### config.mk
export PLATFORM = sky130hd
export DESIGN_NAME = bpf_mid
export DESIGN_NICKNAME = d
export VERILOG_FILES = /design/src/rtl/bpf_mid.sv
export SDC_FILE = /design/constraint.sdc
export NUM_CORES = 1
export LEC_CHECK = 0
export BUFFER_PORTS_ARGS = -buffer_cell sky130_fd_sc_hd__buf_2
export CAP_MARGIN = 20
export CORE_MARGIN = 10
export CORE_UTILIZATION = 52
export DETAILED_ROUTE_END_ITERATION = 7
export GPL_ROUTABILITY_DRIVEN = 0
export MAX_ROUTING_LAYER = met4
export PLACE_DENSITY_LB_ADDON = 0.12
export RECOVER_POWER = 25
export SETUP_SLACK_MARGIN = 0.4
export SLEW_MARGIN = 20
export SYNTH_ARGS = -nofsm -noshare
export SYNTH_HDL_FRONTEND = slang
export SYNTH_SLANG_ARGS = --single-unit
### constraint.sdc
create_clock -name vclk -period 3.5
set_input_delay 0.175 -clock vclk [all_inputs]
set_output_delay 0.175 -clock vclk [all_outputs]
set_load 0.05 [all_outputs]
### src/rtl/bpf_mid.sv
// Point midpoint unit: floor((a + b) / 2) on both coordinates.
`timescale 1ns / 1ps

module bpf_mid #(
    parameter int COORD_WIDTH = 32
) (
    input  logic [2*COORD_WIDTH-1:0] i_a,
    input  logic [2*COORD_WIDTH-1:0] i_b,
    output logic [2*COORD_WIDTH-1:0] o_mid
);

    localparam int CW = COORD_WIDTH;

    logic signed [CW:0] w_sum_x;
    logic signed [CW:0] w_sum_y;

    // exact sum one bit wider, arithmetic shift right by one
    assign w_sum_x = (CW+1)'(signed'(i_a[2*CW-1:CW])) + (CW+1)'(signed'(i_b[2*CW-1:CW]));
    assign w_sum_y = (CW+1)'(signed'(i_a[CW-1:0])) + (CW+1)'(signed'(i_b[CW-1:0]));

    assign o_mid = {w_sum_x[CW:1], w_sum_y[CW:1]};

endmodule

# Word-level counts from Yosys, hierarchy flattened
# Index checks and enable logic that the tools add are counted.
[classes]
addsub = 2
[ops]
columns = ["cell", "count"]
rows = [
  ["$add 32x32->33", 2],
]
[word_totals]
reg_bits = 0
inputBits = 128
output_inout_bits = 64
elab_cells = 2

# Longest topological paths before layout
# Gate-level depths: netlist of run 1.
[logic_depth]
word_depth = 1
mapped_depth = 9
depth_no_buf = 9

# Least setup slack after synthesis of run 1
# Ideal clock, no wire load.
[synth_timing]
path_kind = "input -> output"
startpoint = "input i_a[0]"
endpoint = "output o_mid[21]"
arrival_time_ns = 3.812
required_ns = 3.325
slack_ns = -0.487
cell_stages = 9
path_buffers = 0
path_cell_list = "and2_1 > fa_1 > a21oi_1 > o211ai_1 > a221o_1 > o2111ai_1 > a21boi_1 > o21a_1 > a2111oi_1"
[synth_between]
elab_chain_len = 1
[synth_rtl]
columns = ["item", "line", "text"]
rows = [
  ["start, declared", "7", "input logic [2*COORD_WIDTH-1:0] i_a,"],
  ["$add 32x32->33", "19", "assign w_sum_y = (CW+1)'(signed'(i_a[CW-1:0])) + (CW+1)'(signed'(i_b[CW-1:0]));"],
  ["end, declared", "9", "output logic [2*COORD_WIDTH-1:0] o_mid"],
]
# No other way between the ends.

# Worst setup path after layout of run 1
[layout_timing]
startpoint = "input i_a[0]"
endpoint = "output o_mid[31]"
# Same word-level chain as after synthesis.

==> results.cfg, run 1 <==
[run_status]
status = finished, final reports clean

[cells_and_area]
stdcell_count = 773
area_growth_pct = 28.4
final_net_count = 887
antenna_cells = 0
nClkBuffers = 0
seqCellArea_um2 = 0
seq_cell_count = 0
drive_gt1_frac = 0.270

[sta]
fin_tns_setup_ps = 0
period_share = 0.860
fin_ws_ps = 490
setup_viol = 0
rsz0062_at_grt = true
finalCriticalPeriod_ps = 3010
hold_violations = 0
fmax_ghz = 0.332
slew_viol_final = 0
timing.slew.headroom = 0.569
tightest_slew_ps = 649

[die]
rows = 30
ios = 192
die_area_um2 = 10700
start_util = 0.534
die-height_um = 103
core_area_um2 = 6760
fp.dieW_um = 103

[synthesis]
yosysTopAreaCell = ha_1
synthCells = 524
synth_top_area_frac = 0.215
yosys-top-cells-area = ha_1 21%, a21oi_1 9.0%, xnor2_1 8.2%
synth_xor_area_frac = 0.138
synth_compound_area_frac = 0.373
synth_mux_area_frac = 0
synth_nets = 716
yosys.area_share.simple = 0.223
ys_top_cells_by_count = 65 x a21oi_1, 62 x ha_1, 47 x nand2_1, 36 x a21o_1, 34 x xnor2_1
yosysUniqueCellTypes = 62
synth_top_family_by_area = compound AO/OA/AOI/OAI gates
yosys_warnings = 0
netlist_area_um2 = 3610
syn_avg_cell_area_um2 = 6.89
yosysMostFrequentCell = a21oi_1
synthAdderAreaFrac = 0.226
ys_seq_area_frac = 0

[grt]
grt.total_usage = 0.225
grt_pass1_vias = 4403
grt_max_degree = 12
grt_overflow = 0
grt_pass1_wl_mm = 20.0
antenna_found_initial = 0

[routing]
route.detailed.drc = 0
via_count = 4668
drt-pass1-iter-count = 5
wirelength_mm = 12.8
antenna_left = 0
via_per_inst = 6.04
drtIter0Drc = 278
routedWlPerCell_um = 16.6

[setup_path]
cp.arrival_ps = 2830
crit_start = i_a[0]
cp_max_fo = 5
crit_type = in -> out
end_kind = output port
crit_required_ps = 3320
critPathLaunchType = input port

[placed_design]
post-place-ws_ps = 310
post-place-cells = 773
hpwl_mm = 11.3
port_buffers = 192

[pwr]
p_leak_nw = 2.34
powerDensity_nw_per_um2 = 338
max-vdd-ir-drop_v = 0.000234
p_total_mw = 1.56

[min_path]
hold_start = i_b[63]
hold_class = in -> out

[cts]
post_cts_buffers = 0
hold_buffers = 0

[flow_run]
drv_cap = 0
-- layer usage --
metal | GRT usage | share of wire
met3 | 0.0279 | 0.089
met1 | 0.290 | 0.43
met2 | 0.381 | 0.47
met5 | - | 0
met4 | 0.0193 | 0.0075
-- worst paths after layout --
| path | to | cells past startpoint |
|---|---|---|
| hold / removal | o_mid[62] | 4 |
| setup / recovery | o_mid[31] | 11 |
-- repair_timing --
item	CTS	global route
endpoints found under the setup margin	3	7
resized for setup	1	9
endpoints found under the hold margin	0	0
pin swaps	0	0
-- cells by family after synthesis --
group | Yosys count
AOI/OAI and AO/OA | 205
and+or+nand+nor | 161
adders and majority gates | 64
xor gates and xnor gates | 57
buffers and inverters | 37
-- where the power goes --
group          switching (mW)  leakage [nW]  total, mW  internal [mW]
combinational            1.11          2.34       1.56          0.458
sequential                  0             0          0              0
clock                       0             0          0              0
-- layout make-up --
class	count	area, um2
inverter	14	52.6
fill	632	2120
tap	80	100
multi-input combinational	487	3530
timing repair buffer	192	952
-- per-stage QoR --
stage               utilization  instance area [um2]  hold slack, ps
floorplan                     -                 3640             780
global placement          0.682                 4610             843
detailed placement        0.682                 4610             859
CTS                       0.683                 4620             859
global route              0.686                 4640             917
finish                    0.686                 4640             856
-- critical path, stage by stage --
cell	delay, ps
buf_2	100
and2_1	150
fa_1	410
a21oi_1	200
o211ai_1	120
a221o_1	390
o2111ai_4	270
a2111oi_0	160
or3_1	460
a21oi_2	150
clkbuf_4	240
-- cell usage in the layout, fill, tap and decap left out, types with 4 or more instances in the layout --
master      n
a21oi_1    64
o21a_1      7
inv_1      13
nor3_1     15
clkbuf_1   16
nand2_1    47
and2_1      4
nor3b_1     4
or3_1       5
xnor2_1    33
o211ai_1    5
nand3_1    10
o21ai_0    23
ha_1       62
and3_1      8
xor2_1     23
a21o_1     36
nand4_1    14
o21bai_1   10
o21ai_1     7
nor2_1     33
a31oi_1     6
nand2b_1    5
buf_2     173
a211oi_1    9
Note: power is estimated with default switching activity, not from simulation.
==> inputs of run 2 (changes only) <==
--- a/config.mk
+++ b/config.mk
@@ -11,7 +11,6 @@
 export CORE_UTILIZATION = 52
 export DETAILED_ROUTE_END_ITERATION = 7
 export GPL_ROUTABILITY_DRIVEN = 0
-export MAX_ROUTING_LAYER = met4
 export PLACE_DENSITY_LB_ADDON = 0.12
 export RECOVER_POWER = 25
 export SETUP_SLACK_MARGIN = 0.4
==> results.cfg, run 2 (synthesis results as in run 1) <==
[run_status]
status = finished, final reports clean

[grt]
grt_max_degree = 12
grt_pass1_vias = 4400
grt_pass1_wl_mm = 20.0
grt.total_usage = 0.219
grt_overflow = 0
antenna_found_initial = 0

[flow_run]
drv_cap = 0

[routing]
route.detailed.drc = 0
routedWlPerCell_um = 16.6
antenna_left = 0
drtIter0Drc = 264
drt-pass1-iter-count = 5
via_count = 4680
via_per_inst = 6.05
wirelength_mm = 12.8

[pwr]
combinationalPowerShare = 1.000
switching_share = 0.707
max-vdd-ir-drop_v = 0.000234
powerDensity_nw_per_um2 = 338
p_sw_mw = 1.11
internal-power_uw = 458
sequentialPowerShare = 0
p_leak_nw = 2.34
pwr-share-clk = 0

[sta]
tightest_slew_ps = 649
hold_violations = 0
fin_ws_ps = 489
setup_viol = 0
fmax_ghz = 0.332
period_share = 0.860
finalCriticalPeriod_ps = 3010
slew_viol_final = 0
timing.slew.headroom = 0.569
fin_tns_setup_ps = 0
rsz0062_at_grt = true

[cells_and_area]
area_growth_pct = 28.4
seq_cell_count = 0
antenna_cells = 0
final_net_count = 887
layout_commonest_cell = buf_2
fin_area_um2 = 4640
most-common-layout-cells = 173 x buf_2, 64 x a21oi_1, 62 x ha_1, 47 x nand2_1, 36 x a21o_1
seqCellArea_um2 = 0
nClkBuffers = 0
drive_gt1_frac = 0.270

[min_path]
hold_class = in -> out

[setup_path]
crit_start = i_a[0]
end_kind = output port
cp.arrival_ps = 2840
crit_type = in -> out
cp_max_fo = 5
critPathLaunchType = input port
endpoint = o_mid[31]
crit_required_ps = 3320

[placed_design]
placed_area_um2 = 4610
port_buffers = 192
post-place-ws_ps = 310
hpwl_mm = 11.3

[cts]
post_cts_buffers = 0

[die]
core_area_um2 = 6760
die_area_um2 = 10700
rows = 30
start_util = 0.534
fp.dieW_um = 103
die-height_um = 103
ios = 192
## run 2: worst min path at each step
| stage | start | endpoint | slack (ps) | cells past startpoint |
|---|---|---|---|---|
| 3_5_place_dp | i_b[33] | o_mid[32] | 860 | 3 |
| 6_report | i_b[63] | o_mid[62] | 860 | 4 |
| 2_1_floorplan | i_b[31] | o_mid[30] | 780 | 2 |
| 5_1_grt | i_b[63] | o_mid[62] | 920 | 4 |
| 3_3_place_gp | i_b[63] | o_mid[62] | 840 | 4 |
| 4_1_cts | i_b[33] | o_mid[32] | 860 | 3 |
## run 2: critical path, cell delays in order
cell,delay (ps)
buf_2,100
and2_1,150
fa_1,410
a21oi_1,200
o211ai_1,120
a221o_1,390
o2111ai_4,270
a2111oi_0,160
or3_1,460
a21oi_2,150
clkbuf_4,240
## run 2: metrics by stage
stage / util / power [mW] / cells / hold slack [ps]
detailed placement: 0.682 / 1.55 / 773 / 859
global route: 0.686 / 1.67 / 773 / 917
CTS: 0.683 / 1.56 / 773 / 859
floorplan: - / 1.19 / 524 / 780
finish: 0.686 / 1.57 / 773 / 857
global placement: 0.682 / 1.54 / 773 / 843
## run 2: repair_timing
action | in CTS | in global routing
hold buffers | 0 | 0
endpoints found under the setup margin | 3 | 7
hold endpoints to repair | 0 | 0
resized for setup | 1 | 9
pin swaps | 0 | 0
## run 2: power groups by stage
stage               clock [mW]  combinational, mW  sequential [mW]
detailed placement           0               1.55                0
CTS                          0               1.56                0
finish                       0               1.57                0
floorplan                    0               1.19                0
global placement             0               1.54                0
global route                 0               1.67                0
## run 2: final cells by class
| class | instances | area (um2) |
|---|---|---|
| fillers | 632 | 2120 |
| inverters | 14 | 52.6 |
| multi-input cells | 487 | 3530 |
| well taps | 80 | 100 |
| repair buffers | 192 | 952 |
## run 2: per-layer routing
metal | wire length [um] | track usage
met2 | 6080 | 0.381
met1 | 5420 | 0.283
met4 | 82 | 0.0193
met3 | 1260 | 0.0385
met5 | 0 | 0
==> inputs of run 3 (changes only) <==
--- a/config.mk
+++ b/config.mk
@@ -5,10 +5,11 @@
 export SDC_FILE = /design/constraint.sdc
 export NUM_CORES = 1
 export LEC_CHECK = 0
+export ABC_AREA = 1
 export BUFFER_PORTS_ARGS = -buffer_cell sky130_fd_sc_hd__buf_2
 export CAP_MARGIN = 20
 export CORE_MARGIN = 10
-export CORE_UTILIZATION = 52
+export CORE_UTILIZATION = 55
 export DETAILED_ROUTE_END_ITERATION = 7
 export GPL_ROUTABILITY_DRIVEN = 0
 export PLACE_DENSITY_LB_ADDON = 0.12
==> results.cfg, run 3 <==
[run_status]
status = finished, final reports clean

[cells_and_area]
nFillCells = 910
drive_gt1_frac = 0.176
antenna_cells = 0
most-common-layout-cells = 471 x nand2_1, 242 x inv_1, 176 x buf_2, 88 x nor2_1, 62 x ha_1
final_net_count = 1422
seq_cell_count = 0
nClkBuffers = 0
multi_input_area_um2 = 3960
seqCellArea_um2 = 0
layout_commonest_cell = nand2_1
area_growth_pct = 22.0

[synthesis]
ys_seq_area_frac = 0
yosysUniqueCellTypes = 23
yosysTopAreaCell = nand2_1
ys_top_cells_by_count = 471 x nand2_1, 242 x inv_1, 88 x nor2_1, 62 x ha_1, 41 x nand3_1
synth_top_area_frac = 0.362
netlist_area_um2 = 4880
yosysMostFrequentCell = nand2_1
syn_avg_cell_area_um2 = 4.71
yosys_warnings = 0
synth_nets = 1228
synthCells = 1036
yosys-top-cells-area = nand2_1 36%, inv_1 19%, ha_1 16%

[routing]
drt-pass1-iter-count = 4
route.detailed.drc = 0
dr_wl_met2_mm = 7.17
drtIter0Drc = 256
antenna_left = 0
dr.max_layer_used = met4
routedWlPerCell_um = 11.3
wl_met3_mm = 1.28
via_per_inst = 4.77
wl_met1_mm = 6.33
via_count = 6377
wirelength_mm = 15.1

[grt]
grt_overflow = 0
antenna_found_initial = 0
grt.total_usage = 0.219
grt_max_degree = 7
grt_pass1_wl_mm = 25.2
grt_pass1_vias = 6111

[sta]
fin_tns_setup_ps = 0
rsz0062_at_grt = false
slew_viol_final = 0
hold_violations = 0
finalCriticalPeriod_ps = 2110
fmax_ghz = 0.473
period_share = 0.603
timing.slew.headroom = 0.590
worst_hold_slack_ps = 902
tightest_slew_ps = 618
setup_viol = 0

[pwr]
max-vdd-ir-drop_v = 0.000192
powerDensity_nw_per_um2 = 262
p_leak_nw = 4.32

[setup_path]
crit_start = i_a[32]
slowest_stage = fa_1
end_kind = output port
cp.arrival_ps = 1940
cp_max_fo = 4
crit_type = in -> out
crit_required_ps = 3320
path_common_cell = nand2_1
critPathLaunchType = input port
max_stage_delay_ps = 470
cp_cell_sequence = buf_2 > nand2_1 > inv_1 > fa_1 > nand2_1 > nand3_1 > nand3_1 > nand2_1 > nand2_1 > nand2_1 > nand2_1 > nand3_1 > nand2_1 > buf_2

[min_path]
hold_class = in -> out
hold_start = i_b[18]

[die]
core_area_um2 = 8680
fp.dieW_um = 114
rows = 34
start_util = 0.563
die-height_um = 114
ios = 192
die_area_um2 = 13000

[cts]
post_cts_resize_count = 0
post_cts_buffers = 0
hold_buffers = 0

[flow_run]
drv_cap = 0

[placed_design]
port_buffers = 192
hpwl_mm = 13.8
==> run 3: changes by cell type after synthesis, sizes merged, moves of 28 or more <==
cell | before | now
xnor2 | 34 | 2
nand3 | 10 | 42
nor2 | 33 | 90
nand2 | 47 | 504
o21ai | 30 | 2
inv | 14 | 245
a21o | 36 | 0
==> run 3: final timing paths <==
path	to	cells after the start
worst min-delay path	o_mid[17]	4
worst max-delay path	o_mid[51]	14
==> run 3: metal layers <==
metal | vias to the layer above | track usage
met5 | - | 0
met3 | 24 | 0.0430
li1 | 3438 | -
met1 | 2702 | 0.247
met4 | 0 | 0.0393
met2 | 213 | 0.413
==> run 3: cells by family after synthesis <==
| group | Yosys count | synth area share |
|---|---|---|
| xor+xnor | 34 | 0.0610 |
| fa+ha+maj | 64 | 0.167 |
| simple gates | 650 | 0.538 |
| buf+inv | 246 | 0.189 |
| compound gates | 42 | 0.0448 |
==> run 3: final cells by class <==
| type | instances | share of cell area |
|---|---|---|
| inverter | 246 | 0.155 |
| multi-input combinational | 790 | 0.664 |
| timing repair buffer | 192 | 0.158 |
| tap | 108 | 0.0227 |
==> run 3: metrics by stage <==
| step | power, mW | setup slack [ps] | utilization | instance area [um2] | instances |
|---|---|---|---|---|---|
| floorplan | 1.19 | 1420 | - | 4880 | 1036 |
| global placement | 1.56 | 1450 | 0.689 | 5980 | 1336 |
| detailed placement | 1.57 | 1400 | 0.689 | 5980 | 1336 |
| CTS | 1.58 | 1400 | 0.689 | 5980 | 1336 |
| global route | 1.71 | 1200 | 0.687 | 5960 | 1336 |
| finish | 1.56 | 1390 | 0.687 | 5960 | 1336 |
==> run 3: where the power goes <==
group          internal (mW)  leakage (nW)  switching, mW  total, mW
logic                  0.419          4.32           1.14       1.56
registers                  0             0              0          0
clock network              0             0              0          0
total                  0.419          4.32           1.14       1.56
==> run 3: critical path: cells and delay by family <==
| family | cells | cell delay (ps) |
|---|---|---|
| and+or+nand+nor | 10 | 880 |
| adders and majority gates | 1 | 470 |
| buffers and inverters | 3 | 410 |
